## src/sv/gifp_pkg.sv

```systemverilog
// Package: phases, record kinds, error codes and byte constants of the GIF parser.
`timescale 1ns / 1ps
`default_nettype none
package gifp_pkg;

    typedef enum logic [3:0] {
        PH_HEADER   = 4'd0,
        PH_SCREEN   = 4'd1,
        PH_GTABLE   = 4'd2,
        PH_BLOCK    = 4'd3,
        PH_EXTTYPE  = 4'd4,
        PH_CONTROL  = 4'd5,
        PH_APP      = 4'd6,
        PH_SKIPSIZE = 4'd7,
        PH_SKIPDATA = 4'd8,
        PH_IMAGE    = 4'd9,
        PH_LTABLE   = 4'd10,
        PH_MINCODE  = 4'd11,
        PH_DATASIZE = 4'd12,
        PH_DATASKIP = 4'd13,
        PH_STOPPED  = 4'd14
    } phase_t;

    localparam logic [2:0] KIND_SCREEN  = 3'd0;
    localparam logic [2:0] KIND_CONTROL = 3'd1;
    localparam logic [2:0] KIND_LOOP    = 3'd2;
    localparam logic [2:0] KIND_FRAME   = 3'd3;
    localparam logic [2:0] KIND_DATA    = 3'd4;
    localparam logic [2:0] KIND_DONE    = 3'd5;
    localparam logic [2:0] KIND_ERROR   = 3'd6;

    localparam logic [4:0] ERR_PAST_BUFFER   = 5'd0;
    localparam logic [4:0] ERR_NOT_GIF       = 5'd1;
    localparam logic [4:0] ERR_NOT_89A       = 5'd2;
    localparam logic [4:0] ERR_CTRL_SIZE     = 5'd3;
    localparam logic [4:0] ERR_CTRL_TERM     = 5'd4;
    localparam logic [4:0] ERR_DISPOSAL      = 5'd5;
    localparam logic [4:0] ERR_APP_SIZE      = 5'd6;
    localparam logic [4:0] ERR_APP_ID        = 5'd7;
    localparam logic [4:0] ERR_APP_AUTH      = 5'd8;
    localparam logic [4:0] ERR_LOOP_SIZE     = 5'd9;
    localparam logic [4:0] ERR_LOOP_ID       = 5'd10;
    localparam logic [4:0] ERR_LOOP_TERM     = 5'd11;
    localparam logic [4:0] ERR_CTRL_REPEAT   = 5'd12;
    localparam logic [4:0] ERR_UNKNOWN_EXT   = 5'd13;
    localparam logic [4:0] ERR_FRAME_SIZE    = 5'd14;
    localparam logic [4:0] ERR_FRAME_BOUNDS  = 5'd15;
    localparam logic [4:0] ERR_DATA_EMPTY    = 5'd16;
    localparam logic [4:0] ERR_NO_FRAME      = 5'd17;
    localparam logic [4:0] ERR_UNKNOWN_BLOCK = 5'd18;

    localparam logic [7:0] BYTE_EXT     = 8'h21;
    localparam logic [7:0] BYTE_IMAGE   = 8'h2C;
    localparam logic [7:0] BYTE_TRAILER = 8'h3B;
    localparam logic [7:0] EXT_CONTROL  = 8'hF9;
    localparam logic [7:0] EXT_APP      = 8'hFF;
    localparam logic [7:0] EXT_COMMENT  = 8'hFE;
    localparam logic [7:0] EXT_TEXT     = 8'h01;

    typedef struct packed {
        logic [2:0]  record_kind;
        logic [4:0]  error_code;
        logic [15:0] frame_number;
        logic [15:0] first_word;
        logic [15:0] second_word;
        logic [15:0] third_word;
        logic [15:0] fourth_word;
        logic [7:0]  packed_flags;
        logic [7:0]  extra_byte;
        logic [31:0] image_bytes;
    } rec_t;

    // "GIF89a"
    function automatic logic [7:0] sig_char(input logic [2:0] k);
        logic [7:0] c;
        begin
            unique case (k)
                3'd0: c = 8'h47;
                3'd1: c = 8'h49;
                3'd2: c = 8'h46;
                3'd3: c = 8'h38;
                3'd4: c = 8'h39;
                3'd5: c = 8'h61;
                default: c = 8'h00;
            endcase
            return c;
        end
    endfunction

    // application identifier and auth code, 11 characters
    function automatic logic [7:0] app_char(input logic [3:0] k);
        logic [7:0] c;
        begin
            unique case (k)
                4'd0: c = 8'h4E;
                4'd1: c = 8'h45;
                4'd2: c = 8'h54;
                4'd3: c = 8'h53;
                4'd4: c = 8'h43;
                4'd5: c = 8'h41;
                4'd6: c = 8'h50;
                4'd7: c = 8'h45;
                4'd8: c = 8'h32;
                4'd9: c = 8'h2E;
                4'd10: c = 8'h30;
                default: c = 8'h00;
            endcase
            return c;
        end
    endfunction

endpackage
`default_nettype wire

```

## src/sv/gif_container_stream_parser.sv

```systemverilog
// Top level: stream ports, input register and result register around the parser core.
`timescale 1ns / 1ps
`default_nettype none
// Streaming GIF89a structure parser. One file byte per request on s_axis_*, tlast
// marking the buffer's last byte. Each byte is registered, decoded by one pass of
// compare logic and at most one record is registered on m_axis_*. One byte is
// accepted per clock while no record is held by m_axis_tready low; a record reaches
// the result register from the input register through the core's compare logic. A
// record held by m_axis_tready low stalls the input register.
// After an error or trailer, bytes are dropped up to tlast; the next byte starts a
// new file. LENGTH_BITS sets the saturation width of the frame data byte total.
module gif_container_stream_parser #(
    parameter int LENGTH_BITS = 32
) (
    input  wire logic         aclk,
    input  wire logic         aresetn,
    input  wire logic         s_axis_tvalid,
    output logic              s_axis_tready,
    input  wire logic [7:0]   s_axis_tdata,  // [7:0] data_byte
    input  wire logic         s_axis_tlast,  // end_of_buffer
    output logic              m_axis_tvalid,
    input  wire logic         m_axis_tready,
    // [2:0] record_kind, [7:3] error_code, [23:8] frame_number, [39:24] first_word,
    // [55:40] second_word, [71:56] third_word, [87:72] fourth_word,
    // [95:88] packed_flags, [103:96] extra_byte, [135:104] image_bytes
    output logic [135:0]      m_axis_tdata
);
    import gifp_pkg::*;

    logic       in_valid_reg;
    logic [7:0] in_byte_reg;
    logic       in_last_reg;
    rec_t       rec;
    logic       rec_valid;
    logic       out_valid_reg;
    rec_t       out_reg;
    logic       adv;

    // core step happens when the input stage is loaded and the result slot can take it
    assign adv = in_valid_reg && (!out_valid_reg || m_axis_tready);
    assign s_axis_tready = !in_valid_reg || adv;

    always_ff @(posedge aclk) begin
        if (!aresetn) begin
            in_valid_reg <= 1'b0;
        end else if (s_axis_tready) begin
            in_valid_reg <= s_axis_tvalid;
        end
    end

    always_ff @(posedge aclk) begin
        if (s_axis_tready && s_axis_tvalid) begin
            in_byte_reg <= s_axis_tdata;
            in_last_reg <= s_axis_tlast;
        end
    end

    gifp_core #(.LENGTH_BITS(LENGTH_BITS)) u_core (
        .aclk      (aclk),
        .aresetn   (aresetn),
        .in_valid  (adv),
        .in_byte   (in_byte_reg),
        .in_last   (in_last_reg),
        .rec       (rec),
        .rec_valid (rec_valid)
    );

    always_ff @(posedge aclk) begin
        if (!aresetn) begin
            out_valid_reg <= 1'b0;
        end else if (adv) begin
            out_valid_reg <= rec_valid;
        end else if (m_axis_tready) begin
            out_valid_reg <= 1'b0;
        end
    end

    always_ff @(posedge aclk) begin
        if (adv && rec_valid) out_reg <= rec;
    end

    assign m_axis_tvalid = out_valid_reg;
    assign m_axis_tdata = {out_reg.image_bytes, out_reg.extra_byte, out_reg.packed_flags,
                           out_reg.fourth_word, out_reg.third_word, out_reg.second_word,
                           out_reg.first_word, out_reg.frame_number, out_reg.error_code,
                           out_reg.record_kind};
endmodule
`default_nettype wire

```

## src/sv/gifp_core.sv

```systemverilog
// Parser core: phase register, field collection and record generation for one byte.
`timescale 1ns / 1ps
`default_nettype none
module gifp_core #(
    parameter int LENGTH_BITS = 32
) (
    input  wire logic          aclk,
    input  wire logic          aresetn,
    input  wire logic          in_valid,
    input  wire logic [7:0]    in_byte,
    input  wire logic          in_last,
    output gifp_pkg::rec_t     rec,
    output logic               rec_valid
);
    import gifp_pkg::*;

    localparam int LB = (LENGTH_BITS > 32) ? LENGTH_BITS : 32;
    localparam logic [LB-1:0] LEN_LIM = LB'((65'd1 << LENGTH_BITS) - 65'd1);

    phase_t        phase_reg, phase_next;
    logic [9:0]    count_reg, count_next;
    logic [63:0]   shift_reg, shift_next;
    logic [15:0]   cw_reg, cw_next, ch_reg, ch_next;
    logic [15:0]   frames_reg, frames_next;
    logic          seen_reg, seen_next;
    logic [7:0]    mincode_reg, mincode_next;
    logic [LB-1:0] total_reg, total_next;

    logic [15:0] w0, w1, w2, w3;
    logic [16:0] sum_x, sum_y;
    logic [15:0] img_h;
    logic [LB:0] total_sum;
    logic        stop;
    logic [4:0]  ecode;

    assign w0 = shift_reg[15:0];
    assign w1 = shift_reg[31:16];
    assign w2 = shift_reg[47:32];
    assign img_h = {in_byte, shift_reg[55:48]};
    assign w3 = shift_reg[63:48];
    assign sum_x = {1'b0, w2} + {1'b0, w0};
    assign sum_y = {1'b0, img_h} + {1'b0, w1};
    assign total_sum = {1'b0, total_reg} + {{LB-7{1'b0}}, in_byte};

    function automatic logic [9:0] tbytes(input logic [2:0] s);
        return 10'(11'd3 << ({1'b0, s} + 4'd1));
    endfunction

    always_comb begin
        phase_next   = phase_reg;
        count_next   = count_reg;
        shift_next   = shift_reg;
        cw_next      = cw_reg;
        ch_next      = ch_reg;
        frames_next  = frames_reg;
        seen_next    = seen_reg;
        mincode_next = mincode_reg;
        total_next   = total_reg;
        rec          = '0;
        rec_valid    = 1'b0;
        stop         = 1'b0;
        ecode        = ERR_PAST_BUFFER;

        unique case (phase_reg)
            PH_HEADER: begin
                if (count_reg >= 10'd6 || in_byte != sig_char(count_reg[2:0])) begin
                    stop = 1'b1;
                    ecode = (count_reg < 10'd3) ? ERR_NOT_GIF : ERR_NOT_89A;
                end else if (count_reg == 10'd5) begin
                    phase_next = PH_SCREEN;
                    count_next = '0;
                end else begin
                    count_next = count_reg + 10'd1;
                end
            end
            PH_SCREEN: begin
                if (count_reg < 10'd6) begin
                    shift_next[8*count_reg[2:0] +: 8] = in_byte;
                    count_next = count_reg + 10'd1;
                end else begin
                    cw_next = w0;
                    ch_next = w1;
                    rec_valid = 1'b1;
                    rec.record_kind = KIND_SCREEN;
                    rec.first_word = w0;
                    rec.second_word = w1;
                    rec.packed_flags = shift_reg[39:32];
                    rec.extra_byte = shift_reg[47:40];
                    shift_next = '0;
                    if (shift_reg[39]) begin
                        phase_next = PH_GTABLE;
                        count_next = tbytes(shift_reg[34:32]);
                    end else begin
                        phase_next = PH_BLOCK;
                        count_next = '0;
                    end
                end
            end
            PH_GTABLE, PH_LTABLE: begin
                if (count_reg > 10'd1) begin
                    count_next = count_reg - 10'd1;
                end else begin
                    phase_next = (phase_reg == PH_GTABLE) ? PH_BLOCK : PH_MINCODE;
                    count_next = '0;
                    shift_next = '0;
                end
            end
            PH_BLOCK: begin
                count_next = '0;
                shift_next = '0;
                priority if (in_byte == BYTE_EXT) begin
                    phase_next = PH_EXTTYPE;
                end else if (in_byte == BYTE_IMAGE) begin
                    phase_next = PH_IMAGE;
                    total_next = '0;
                end else if (in_byte == BYTE_TRAILER) begin
                    if (frames_reg == 16'd0) begin
                        stop = 1'b1;
                        ecode = ERR_NO_FRAME;
                    end else begin
                        phase_next = PH_STOPPED;
                        rec_valid = 1'b1;
                        rec.record_kind = KIND_DONE;
                    end
                end else begin
                    stop = 1'b1;
                    ecode = ERR_UNKNOWN_BLOCK;
                end
            end
            PH_EXTTYPE: begin
                priority if (in_byte == EXT_CONTROL) begin
                    if (seen_reg) begin
                        stop = 1'b1;
                        ecode = ERR_CTRL_REPEAT;
                    end else begin
                        seen_next = 1'b1;
                        phase_next = PH_CONTROL;
                    end
                end else if (in_byte == EXT_APP) begin
                    phase_next = PH_APP;
                end else if (in_byte == EXT_COMMENT || in_byte == EXT_TEXT) begin
                    phase_next = PH_SKIPSIZE;
                end else begin
                    stop = 1'b1;
                    ecode = ERR_UNKNOWN_EXT;
                end
            end
            PH_CONTROL: begin
                count_next = count_reg + 10'd1;
                priority if (count_reg == 10'd0) begin
                    if (in_byte != 8'd4) begin
                        stop = 1'b1;
                        ecode = ERR_CTRL_SIZE;
                    end
                end else if (count_reg == 10'd1) begin
                    if (in_byte[4:2] > 3'd3) begin
                        stop = 1'b1;
                        ecode = ERR_DISPOSAL;
                    end
                    shift_next[15:8] = in_byte;
                end else if (count_reg < 10'd5) begin
                    shift_next[8*count_reg[2:0] +: 8] = in_byte;
                end else begin
                    if (in_byte != 8'd0) begin
                        stop = 1'b1;
                        ecode = ERR_CTRL_TERM;
                    end else begin
                        rec_valid = 1'b1;
                        rec.record_kind = KIND_CONTROL;
                        rec.first_word = w1;
                        rec.packed_flags = shift_reg[15:8];
                        rec.extra_byte = shift_reg[39:32];
                        phase_next = PH_BLOCK;
                        count_next = '0;
                        shift_next = '0;
                    end
                end
            end
            PH_APP: begin
                count_next = count_reg + 10'd1;
                priority if (count_reg == 10'd0) begin
                    if (in_byte != 8'd11) begin
                        stop = 1'b1;
                        ecode = ERR_APP_SIZE;
                    end
                end else if (count_reg <= 10'd11) begin
                    if (in_byte != app_char(4'(count_reg - 10'd1))) begin
                        stop = 1'b1;
                        ecode = (count_reg <= 10'd8) ? ERR_APP_ID : ERR_APP_AUTH;
                    end
                end else if (count_reg == 10'd12) begin
                    if (in_byte != 8'd3) begin
                        stop = 1'b1;
                        ecode = ERR_LOOP_SIZE;
                    end
                end else if (count_reg == 10'd13) begin
                    if (in_byte != 8'd1) begin
                        stop = 1'b1;
                        ecode = ERR_LOOP_ID;
                    end
                end else if (count_reg < 10'd16) begin
                    shift_next[8*count_reg[0] +: 8] = in_byte;
                end else begin
                    if (in_byte != 8'd0) begin
                        stop = 1'b1;
                        ecode = ERR_LOOP_TERM;
                    end else begin
                        rec_valid = 1'b1;
                        rec.record_kind = KIND_LOOP;
                        rec.first_word = w0;
                        phase_next = PH_BLOCK;
                        count_next = '0;
                        shift_next = '0;
                    end
                end
            end
            PH_SKIPSIZE: begin
                if (in_byte == 8'd0) begin
                    phase_next = PH_BLOCK;
                    count_next = '0;
                    shift_next = '0;
                end else begin
                    phase_next = PH_SKIPDATA;
                    count_next = {2'b00, in_byte};
                end
            end
            PH_SKIPDATA, PH_DATASKIP: begin
                if (count_reg > 10'd1) count_next = count_reg - 10'd1;
                else phase_next = (phase_reg == PH_SKIPDATA) ? PH_SKIPSIZE : PH_DATASIZE;
            end
            PH_IMAGE: begin
                if (count_reg < 10'd8) begin
                    shift_next[8*count_reg[2:0] +: 8] = in_byte;
                    count_next = count_reg + 10'd1;
                    if (count_reg == 10'd7) begin
                        // size first, then canvas bounds
                        if (sum_x[16] || sum_y[16] || w2 == 16'd0 || img_h == 16'd0) begin
                            stop = 1'b1;
                            ecode = ERR_FRAME_SIZE;
                        end else if (sum_x[15:0] > cw_reg || sum_y[15:0] > ch_reg) begin
                            stop = 1'b1;
                            ecode = ERR_FRAME_BOUNDS;
                        end
                    end
                end else begin
                    rec_valid = 1'b1;
                    rec.record_kind = KIND_FRAME;
                    rec.first_word = w0;
                    rec.second_word = w1;
                    rec.third_word = w2;
                    rec.fourth_word = w3;
                    rec.packed_flags = in_byte;
                    shift_next = '0;
                    if (in_byte[7]) begin
                        phase_next = PH_LTABLE;
                        count_next = tbytes(in_byte[2:0]);
                    end else begin
                        phase_next = PH_MINCODE;
                        count_next = '0;
                    end
                end
            end
            PH_MINCODE: begin
                mincode_next = in_byte;
                phase_next = PH_DATASIZE;
                count_next = '0;
                shift_next = '0;
            end
            PH_DATASIZE: begin
                if (in_byte == 8'd0) begin
                    if (total_reg == '0) begin
                        stop = 1'b1;
                        ecode = ERR_DATA_EMPTY;
                    end else begin
                        rec_valid = 1'b1;
                        rec.record_kind = KIND_DATA;
                        rec.extra_byte = mincode_reg;
                        rec.image_bytes = (total_reg > LB'(32'hFFFF_FFFF))
                            ? 32'hFFFF_FFFF : total_reg[31:0];
                        if (frames_reg != 16'hFFFF) frames_next = frames_reg + 16'd1;
                        seen_next = 1'b0;
                        phase_next = PH_BLOCK;
                        count_next = '0;
                        shift_next = '0;
                    end
                end else begin
                    total_next = (total_sum > {1'b0, LEN_LIM}) ? LEN_LIM : total_sum[LB-1:0];
                    phase_next = PH_DATASKIP;
                    count_next = {2'b00, in_byte};
                end
            end
            PH_STOPPED: begin
            end
            default: begin
            end
        endcase

        if (stop) begin
            rec = '0;
            rec_valid = 1'b1;
            rec.record_kind = KIND_ERROR;
            rec.error_code = ecode;
            phase_next = PH_STOPPED;
            count_next = '0;
            shift_next = '0;
        end
        rec.frame_number = frames_reg;

        if (in_last) begin
            if (phase_next != PH_STOPPED) begin
                // frame count as left by this byte, a closing data record included
                rec = '0;
                rec_valid = 1'b1;
                rec.record_kind = KIND_ERROR;
                rec.error_code = ERR_PAST_BUFFER;
                rec.frame_number = frames_next;
            end
            phase_next   = PH_HEADER;
            count_next   = '0;
            shift_next   = '0;
            cw_next      = '0;
            ch_next      = '0;
            frames_next  = '0;
            seen_next    = 1'b0;
            mincode_next = '0;
            total_next   = '0;
        end
    end

    always_ff @(posedge aclk) begin
        if (!aresetn) begin
            phase_reg   <= PH_HEADER;
            count_reg   <= '0;
            shift_reg   <= '0;
            cw_reg      <= '0;
            ch_reg      <= '0;
            frames_reg  <= '0;
            seen_reg    <= 1'b0;
            mincode_reg <= '0;
            total_reg   <= '0;
        end else if (in_valid) begin
            phase_reg   <= phase_next;
            count_reg   <= count_next;
            shift_reg   <= shift_next;
            cw_reg      <= cw_next;
            ch_reg      <= ch_next;
            frames_reg  <= frames_next;
            seen_reg    <= seen_next;
            mincode_reg <= mincode_next;
            total_reg   <= total_next;
        end
    end
endmodule
`default_nettype wire
```

## config.mk

```make
export PLATFORM = sky130hd
export DESIGN_NAME = gif_container_stream_parser
export DESIGN_NICKNAME = d
export VERILOG_FILES = /design/src/sv/gifp_pkg.sv /design/src/sv/gif_container_stream_parser.sv /design/src/sv/gifp_core.sv
export SDC_FILE = /design/constraint.sdc
export NUM_CORES = 1
export LEC_CHECK = 0
export ABC_AREA = 1
export BUFFER_PORTS_ARGS = -buffer_cell sky130_fd_sc_hd__buf_2
export CORE_MARGIN = 1
export CORE_UTILIZATION = 30
export DETAILED_ROUTE_END_ITERATION = 10
export PLACE_DENSITY = 0.51
export SYNTH_ARGS = -nofsm -noshare
export SYNTH_HDL_FRONTEND = slang
export SYNTH_SLANG_ARGS = --single-unit
export TNS_END_PERCENT = 1
```

## constraint.sdc

```tcl
create_clock -name aclk -period 15.35 [get_ports aclk]
set_clock_uncertainty 0.1 [all_clocks]
set_input_delay 2.3025 -clock aclk [delete_from_list [all_inputs] [get_ports aclk]]
set_output_delay 2.3025 -clock aclk [all_outputs]
set_load 0.05 [all_outputs]
```

Word-level counts from Yosys, hierarchy flattened
Memories as Yosys holds them, arrays and structs flattened.
Index checks and enable logic that the tools add are counted.
- ROM bits: 112
- memories: 1
- output and inout port bits: 138
- register bits: 314
- reduce and logical (&&, ||, !) cells: 39
- $add $sub $neg: 10
- equal/unequal tests: 58
- shifts and indexed selects: 6
- magnitude comparators: 14
- multiplexer cells: 242
- memory list (memory ; depth ; bits a word ; read ports ; clocked after Yosys merged registers in ; write ports ; line ; RTL):
    (no name shown) ; 16 ; 7 ; 1 ; 0 ; 0 ; gifp_pkg.sv:94 ; unique case (k)
- operator list (cell ; number):
    $mux 64 ; 16
    $pmux 64 s8 ; 1
    $mux 16 ; 26
    $mux 136 ; 3
    $mux 32 ; 9
    $mux 10 ; 21
    $mux 4 ; 37
    $bwmux 64 ; 2
    $shift 8x34->64 const A ; 2
    $shiftx 8x34->64 ; 2
    $mux 5 ; 20
    $pmux 10 s10 ; 1
    $mux 40 ; 2
    $mux 72 ; 1
    $mux 8 ; 9
    $pmux 16 s4 ; 1
    $pmux 32 s2 ; 1
    $mux 1 ; 59
    $mux 3 ; 18
    $logic_not 16->1 ; 3
    $mux 48 ; 1
    $pmux 4 s12 ; 1
    $pmux 8 s3 ; 2
    $pmux 7 s6 ; 1
    72 further kinds ; 130

Logic depth before layout (Yosys ltp)
An unclocked memory read counts as a cell.
- word-level depth: 15
- mapped depth: 33

Modules after synthesis
Synthesis repeated with hierarchy kept, for this count alone.
- cell total of the unflattened synthesis: 3207
- area total of the unflattened synthesis: 22058.7 um^2
- by module, submodules not included (module ; cells an instance ; times used ; area an instance (um^2)):
    gifp_core ; 3045 ; 1 ; 17596.9
    gif_container_stream_parser ; 162 ; 1 ; 4461.8

Least setup slack after synthesis
OpenSTA, ideal clock, no wires.
- kind: register -> register
- start: register u_core.shift_reg[33]
- end: register out_reg, in the netlist m_axis_tdata[0], enable pin
- stages on the path, launching flop included: 26
- arrival: 6097 ps
- path buffers: 0
- library setup time: 489 ps
- slack: 8665 ps
- path through: dfxtp_1 -> clkinv_1 -> fa_1 -> o21ai_0 -> nand2_1 -> nand2_1 -> inv_1 -> nor3_1 -> nor2_1 -> o21bai_1 -> xor2_1 -> ha_1 -> nand2_1 -> nor4_1 -> nand2_1 -> nand2_1 -> nand2_1 -> nand2_1 -> nand2_1 -> nand2_2 -> nor2_8 -> nand2_4 -> inv_4 -> nand3_1 -> nand3_1 -> inv_1
- longest elaborated chain between the ends: 13
- elaborated cells between the ends (all ways): 18
- classes of those cells: 1 x add/sub; 1 x order compare; 1 x eq/ne; 9 x mux; 6 x reduce/logical
- RTL lines (item ; line ; RTL):
    from (decl) ; gifp_core.sv:22 ; logic [63:0] shift_reg, shift_next;
    from (signal assigned) ; gifp_core.sv:344 ; shift_reg <= shift_next;
    $add 16x16->17 ; gifp_core.sv:41 ; assign sum_x = {1'b0, w2} + {1'b0, w0};
    $gt 16x16->1 or $logic_or 1x1->1 (tied branches) ; gifp_core.sv:240, gifp_core.sv:237 ;
    $logic_or 1x1->1, on equally long branches ; gifp_core.sv:240, gifp_core.sv:237 ;
    $mux 1 or $logic_or 1x1->1 (tied branches) ; gifp_core.sv:240, gifp_core.sv:237 ;
    $mux 1 (*) ; gifp_core.sv:237 ; if (sum_x[16] || sum_y[16] || w2 == 16'd0 || img_h == 16'd0) begin
    $mux 1 (*) ; gifp_core.sv:235 ; if (count_reg == 10'd7) begin
    $mux 1 (*) ; gifp_core.sv:232 ; if (count_reg < 10'd8) begin
    $pmux 1 s7 (*) ; gifp_core.sv:64 ; unique case (phase_reg)
    $mux 4 ; gifp_core.sv:298 ; if (stop) begin
    $ne 4x4->1 ; gifp_core.sv:310 ; if (phase_next != PH_STOPPED) begin
    $mux 1 ; gifp_core.sv:310 ;
    $mux 1 (*) ; gifp_core.sv:309 ; if (in_last) begin
    $logic_and 1x1->1 (*) ; gif_container_stream_parser.sv:79 ; if (adv && rec_valid) out_reg <= rec;
    to (signal assigned) ; gif_container_stream_parser.sv:79 ;
    to (decl) ; gif_container_stream_parser.sv:36 ; rec_t out_reg;
Every way passes the cells marked *; elsewhere a longest branch is shown, timed or not.
A chain may end at the register's enable or synchronous reset.

Worst setup path in the final report
- start: register u_core.shift_reg[33]
- end: register u_core.count_reg[2]
- longest elaborated chain between the ends: 10
- elaborated cells between the ends (all ways): 24
- classes of those cells: 2 x add/sub; 1 x order compare; 3 x eq/ne; 1 x shift; 10 x mux; 7 x reduce/logical
- RTL lines (item ; line ; RTL):
    $add 16x16->17 ; gifp_core.sv:41 ;
    $gt 16x16->1 or $logic_or 1x1->1 (tied branches) ; gifp_core.sv:240, gifp_core.sv:237 ;
    $logic_or 1x1->1, on equally long branches ; gifp_core.sv:240, gifp_core.sv:237 ;
    $mux 1 or $logic_or 1x1->1 (tied branches) ; gifp_core.sv:240, gifp_core.sv:237 ;
    $mux 1 ; gifp_core.sv:237 ;
    $mux 1 ; gifp_core.sv:235 ;
    $mux 1 ; gifp_core.sv:232 ;
    $pmux 1 s7 ; gifp_core.sv:64 ;
    $reduce_bool 12->1 (no source line) (tied with other cells) ; -- ;
    $reduce_and 5->1 (no source line) or $mux 10 (tied branches) ; -- ;
    to (signal assigned) ; gifp_core.sv:343 ; count_reg <= count_next;
    to (decl) ; gifp_core.sv:21 ; logic [9:0] count_reg, count_next;
Several ways; a longest one is shown, not always the timed one.

==> results.toml <==
[worst_hold_path]
hp-class = "flip-flop to flip-flop"

[yosys]
synthSimpleGateAreaFrac_pct = 30.4
ys_seq_area_share_pct = 37.1
syn-cell-area_sq_mm = 0.0209
synth_top_family_by_area = "simple AND/OR/NAND/NOR gates"
synth-seq-cells = 314
synthXorXnorAreaFrac_pct = 2.98
ys_async_sr_fraction_pct = 0
synth_edf_count = 145
avgSynthCellArea_sq_um = 7.05
synth_flop_cell = "dfxtp_1"
synthAdderAreaFrac_pct = 5.86
synth_fp_nets = 3070
synth_compound_area_share_pct = 14.8
syn_inst = 2961
synth_cell_type_count = 62
yosysWarnings = 0
synth.area.mux_share_pct = 0

[sta]
setup_viol = 0
tightest_slew_ns = 1.28
finalHoldViolCount = 0
fmax_mhz = 153
rsz0062_at_grt = "false"
slew_headroom_pct = 14.6
min_period_over_period_pct = 42.5
fin_ws_ns = 8.83
fin_crit_ns = 6.52
fin_tns_setup_ns = 0
maxSlewViolCount = 0

[floorplan]
die_h_um = 266
die_x_um = 266
core_sq_mm = 0.0687
num_io_pins = 151
start_util_pct = 30.4
dieArea_sq_mm = 0.0706
rows = 96

[clock_network]
htree_levels = 2
clock_sinks = 314
clkTransAtPathRegs_ns = 0.07
cts_buffers = 40
clk_path_buf_depth = 3
cts_hold_buffers = 0
clockRootBuffer = "clkbuf_16"
post_cts_buffers = 0
insertion_delay_ns = 0.58
cts_tree = "done"
ctsResizeCount = 0

[critical_path]
cpMaxStageDelayCell = "fa_1"
critPathMostFrequentCell = "nand2_1"
crit_arrival_ns = 6.87
cp_max_fo = 41
critPathRequiredTime_ns = 15.71
worst_path_largest_cell_delay_ns = 0.55
worstSetupPathType = "flip-flop to flip-flop"
critPathCaptureType = "flip-flop"
cp-start-kind = "flip-flop"

[detailed_routing]
vias = 20500
drcViolationCount = 0
route.antenna.remaining_nets = 0
drt-pass1-iter-count = 6
wl_per_cell_um = 19.2
first_iter_violations = 2052
avgViaCountPerCell = 5.11
routed_wirelength_mm = 77.1

[cells_and_area]
num-nets-final = 3162
antenna_cells = 0
largest_reg_flops = 136
layout-drive-gt1-share_pct = 10.9
area_growth_pct = 13.8

[placed_design]
dpl.hpwl_mm = 54.8
io_buffers = 150
post-place-ws_ns = 8.93
gp_congestion = 0.968

[grt]
grt_pass1_wl_mm = 118
grt_util_all_layers_pct = 21.5
grt.overflow.total = 0
grt_pass1_vias = 19300
antenna_found_initial = 0
grt_max_degree = 71

[power_and_ir_drop]
power_density_mw_per_mm2 = 102
vdd_drop_max_uv = 76.2
fin_total_pwr_mw = 2.41
leakage_nw = 9.58

[job]
drv_cap = 0

[run_status]
outcome = "finished, final reports clean"
-- routing by layer --
| layer | wire length (um) | vias to the layer above | global-route usage [%] |
|---|---|---|---|
| met3 | 5460 | 161 | 3.27 |
| li1 | - | 10000 | - |
| met2 | 34400 | 734 | 33.8 |
| met5 | 0 | - | 0 |
| met4 | 2560 | 0 | 7.02 |
| met1 | 34700 | 9603 | 30.0 |
-- power by group --
group,switching (mW),internal (mW)
clock network,0.402,0.561
registers,0.0324,0.907
logic,0.374,0.136
-- placed cells by master, fill, tap and decap left out, drive strengths merged, types with 5 or more instances in the layout --
cell / count
nor3: 83
buf: 178
o22ai: 58
o221ai: 19
o21a: 6
a21oi: 207
edfxtp: 145
a22oi: 32
xor2: 55
nor4: 35
o2111ai: 5
xnor2: 16
o21ai: 142
nand4: 40
clkbuf: 47
nand2: 755
nand3: 105
nor2: 467
o21bai: 7
ha: 93
o31ai: 6
a221oi: 11
dfxtp: 169
clkinv: 27
a31oi: 7
o211ai: 12
inv: 321
-- path summary, 6_finish.rpt --
kind | start | end | slack, ns | cells past startpoint
setup / recovery | u_core.shift_reg[33] | u_core.count_reg[2] | 8.83 | 27
hold / removal | u_core.ch_reg[11] | u_core.ch_reg[11] | 0.36 | 2
setup reg to reg | u_core.shift_reg[33] | u_core.count_reg[2] | 8.83 | 27
hold reg to reg | u_core.ch_reg[11] | u_core.ch_reg[11] | 0.36 | 2
-- critical path, delay by kind of cell (launching register included) --
family	cells	cell delay, ns
and+or+nand+nor	17	2.54
buffers and inverters	4	1.38
AOI/OAI and AO/OA	3	0.99
adders and majority gates	2	0.82
DFF	1	0.42
xor gates and xnor gates	1	0.08
-- area by class of cell --
type | count | area (sq um)
clock buffer | 47 | 1050
clock inverter | 27 | 272
fill | 7568 | 45000
inverter | 327 | 1240
multi-input combinational | 2192 | 11300
sequential | 314 | 7740
tap | 931 | 1160
timing repair buffer | 178 | 961
-- cells in the mapped netlist (13+ instances only) --
| cell | number | area [sq um] |
|---|---|---|
| a21oi_1 | 206 | 1030 |
| inv_2 | 18 | 67.6 |
| nor4_1 | 35 | 219 |
| xnor2_1 | 16 | 140 |
| nor3_1 | 82 | 410 |
| clkbuf_1 | 76 | 285 |
| buf_2 | 20 | 100 |
| ha_1 | 93 | 1160 |
| o22ai_1 | 58 | 363 |
| dfxtp_1 | 169 | 3380 |
| o21ai_0 | 130 | 651 |
| nand3_1 | 101 | 505 |
| nor2_1 | 427 | 1600 |
| inv_1 | 299 | 1120 |
| buf_1 | 13 | 48.8 |
| nor2_2 | 32 | 200 |
| xor2_1 | 55 | 482 |
| edfxtp_1 | 145 | 4350 |
| nand2_1 | 740 | 2780 |
| nand4_1 | 39 | 244 |
| a22oi_1 | 32 | 240 |
| o221ai_1 | 19 | 166 |
-- per-stage QoR --
stage                     utilization [%]  instance area, sq um  hold slack [ns]  cells
after floorplan                         -                 20900            0.340   2961
after global placement               32.6                 22400            0.350   3942
after detailed placement             32.6                 22400            0.355   3942
after CTS                            34.6                 23700            0.363   4016
after global routing                 34.6                 23700            0.378   4016
final                                34.6                 23700            0.362   4016
-- cell families after synthesis --
| kind of cell | after synthesis |
|---|---|
| AND/OR/NAND/NOR | 1497 |
| AO/OA/AOI/OAI | 528 |
| buffers and inverters | 455 |
| flip-flops | 314 |
| adder cells (fa/ha/maj) | 96 |
| XOR/XNOR | 71 |
No activity file was read; power rests on OpenSTA's default activity.
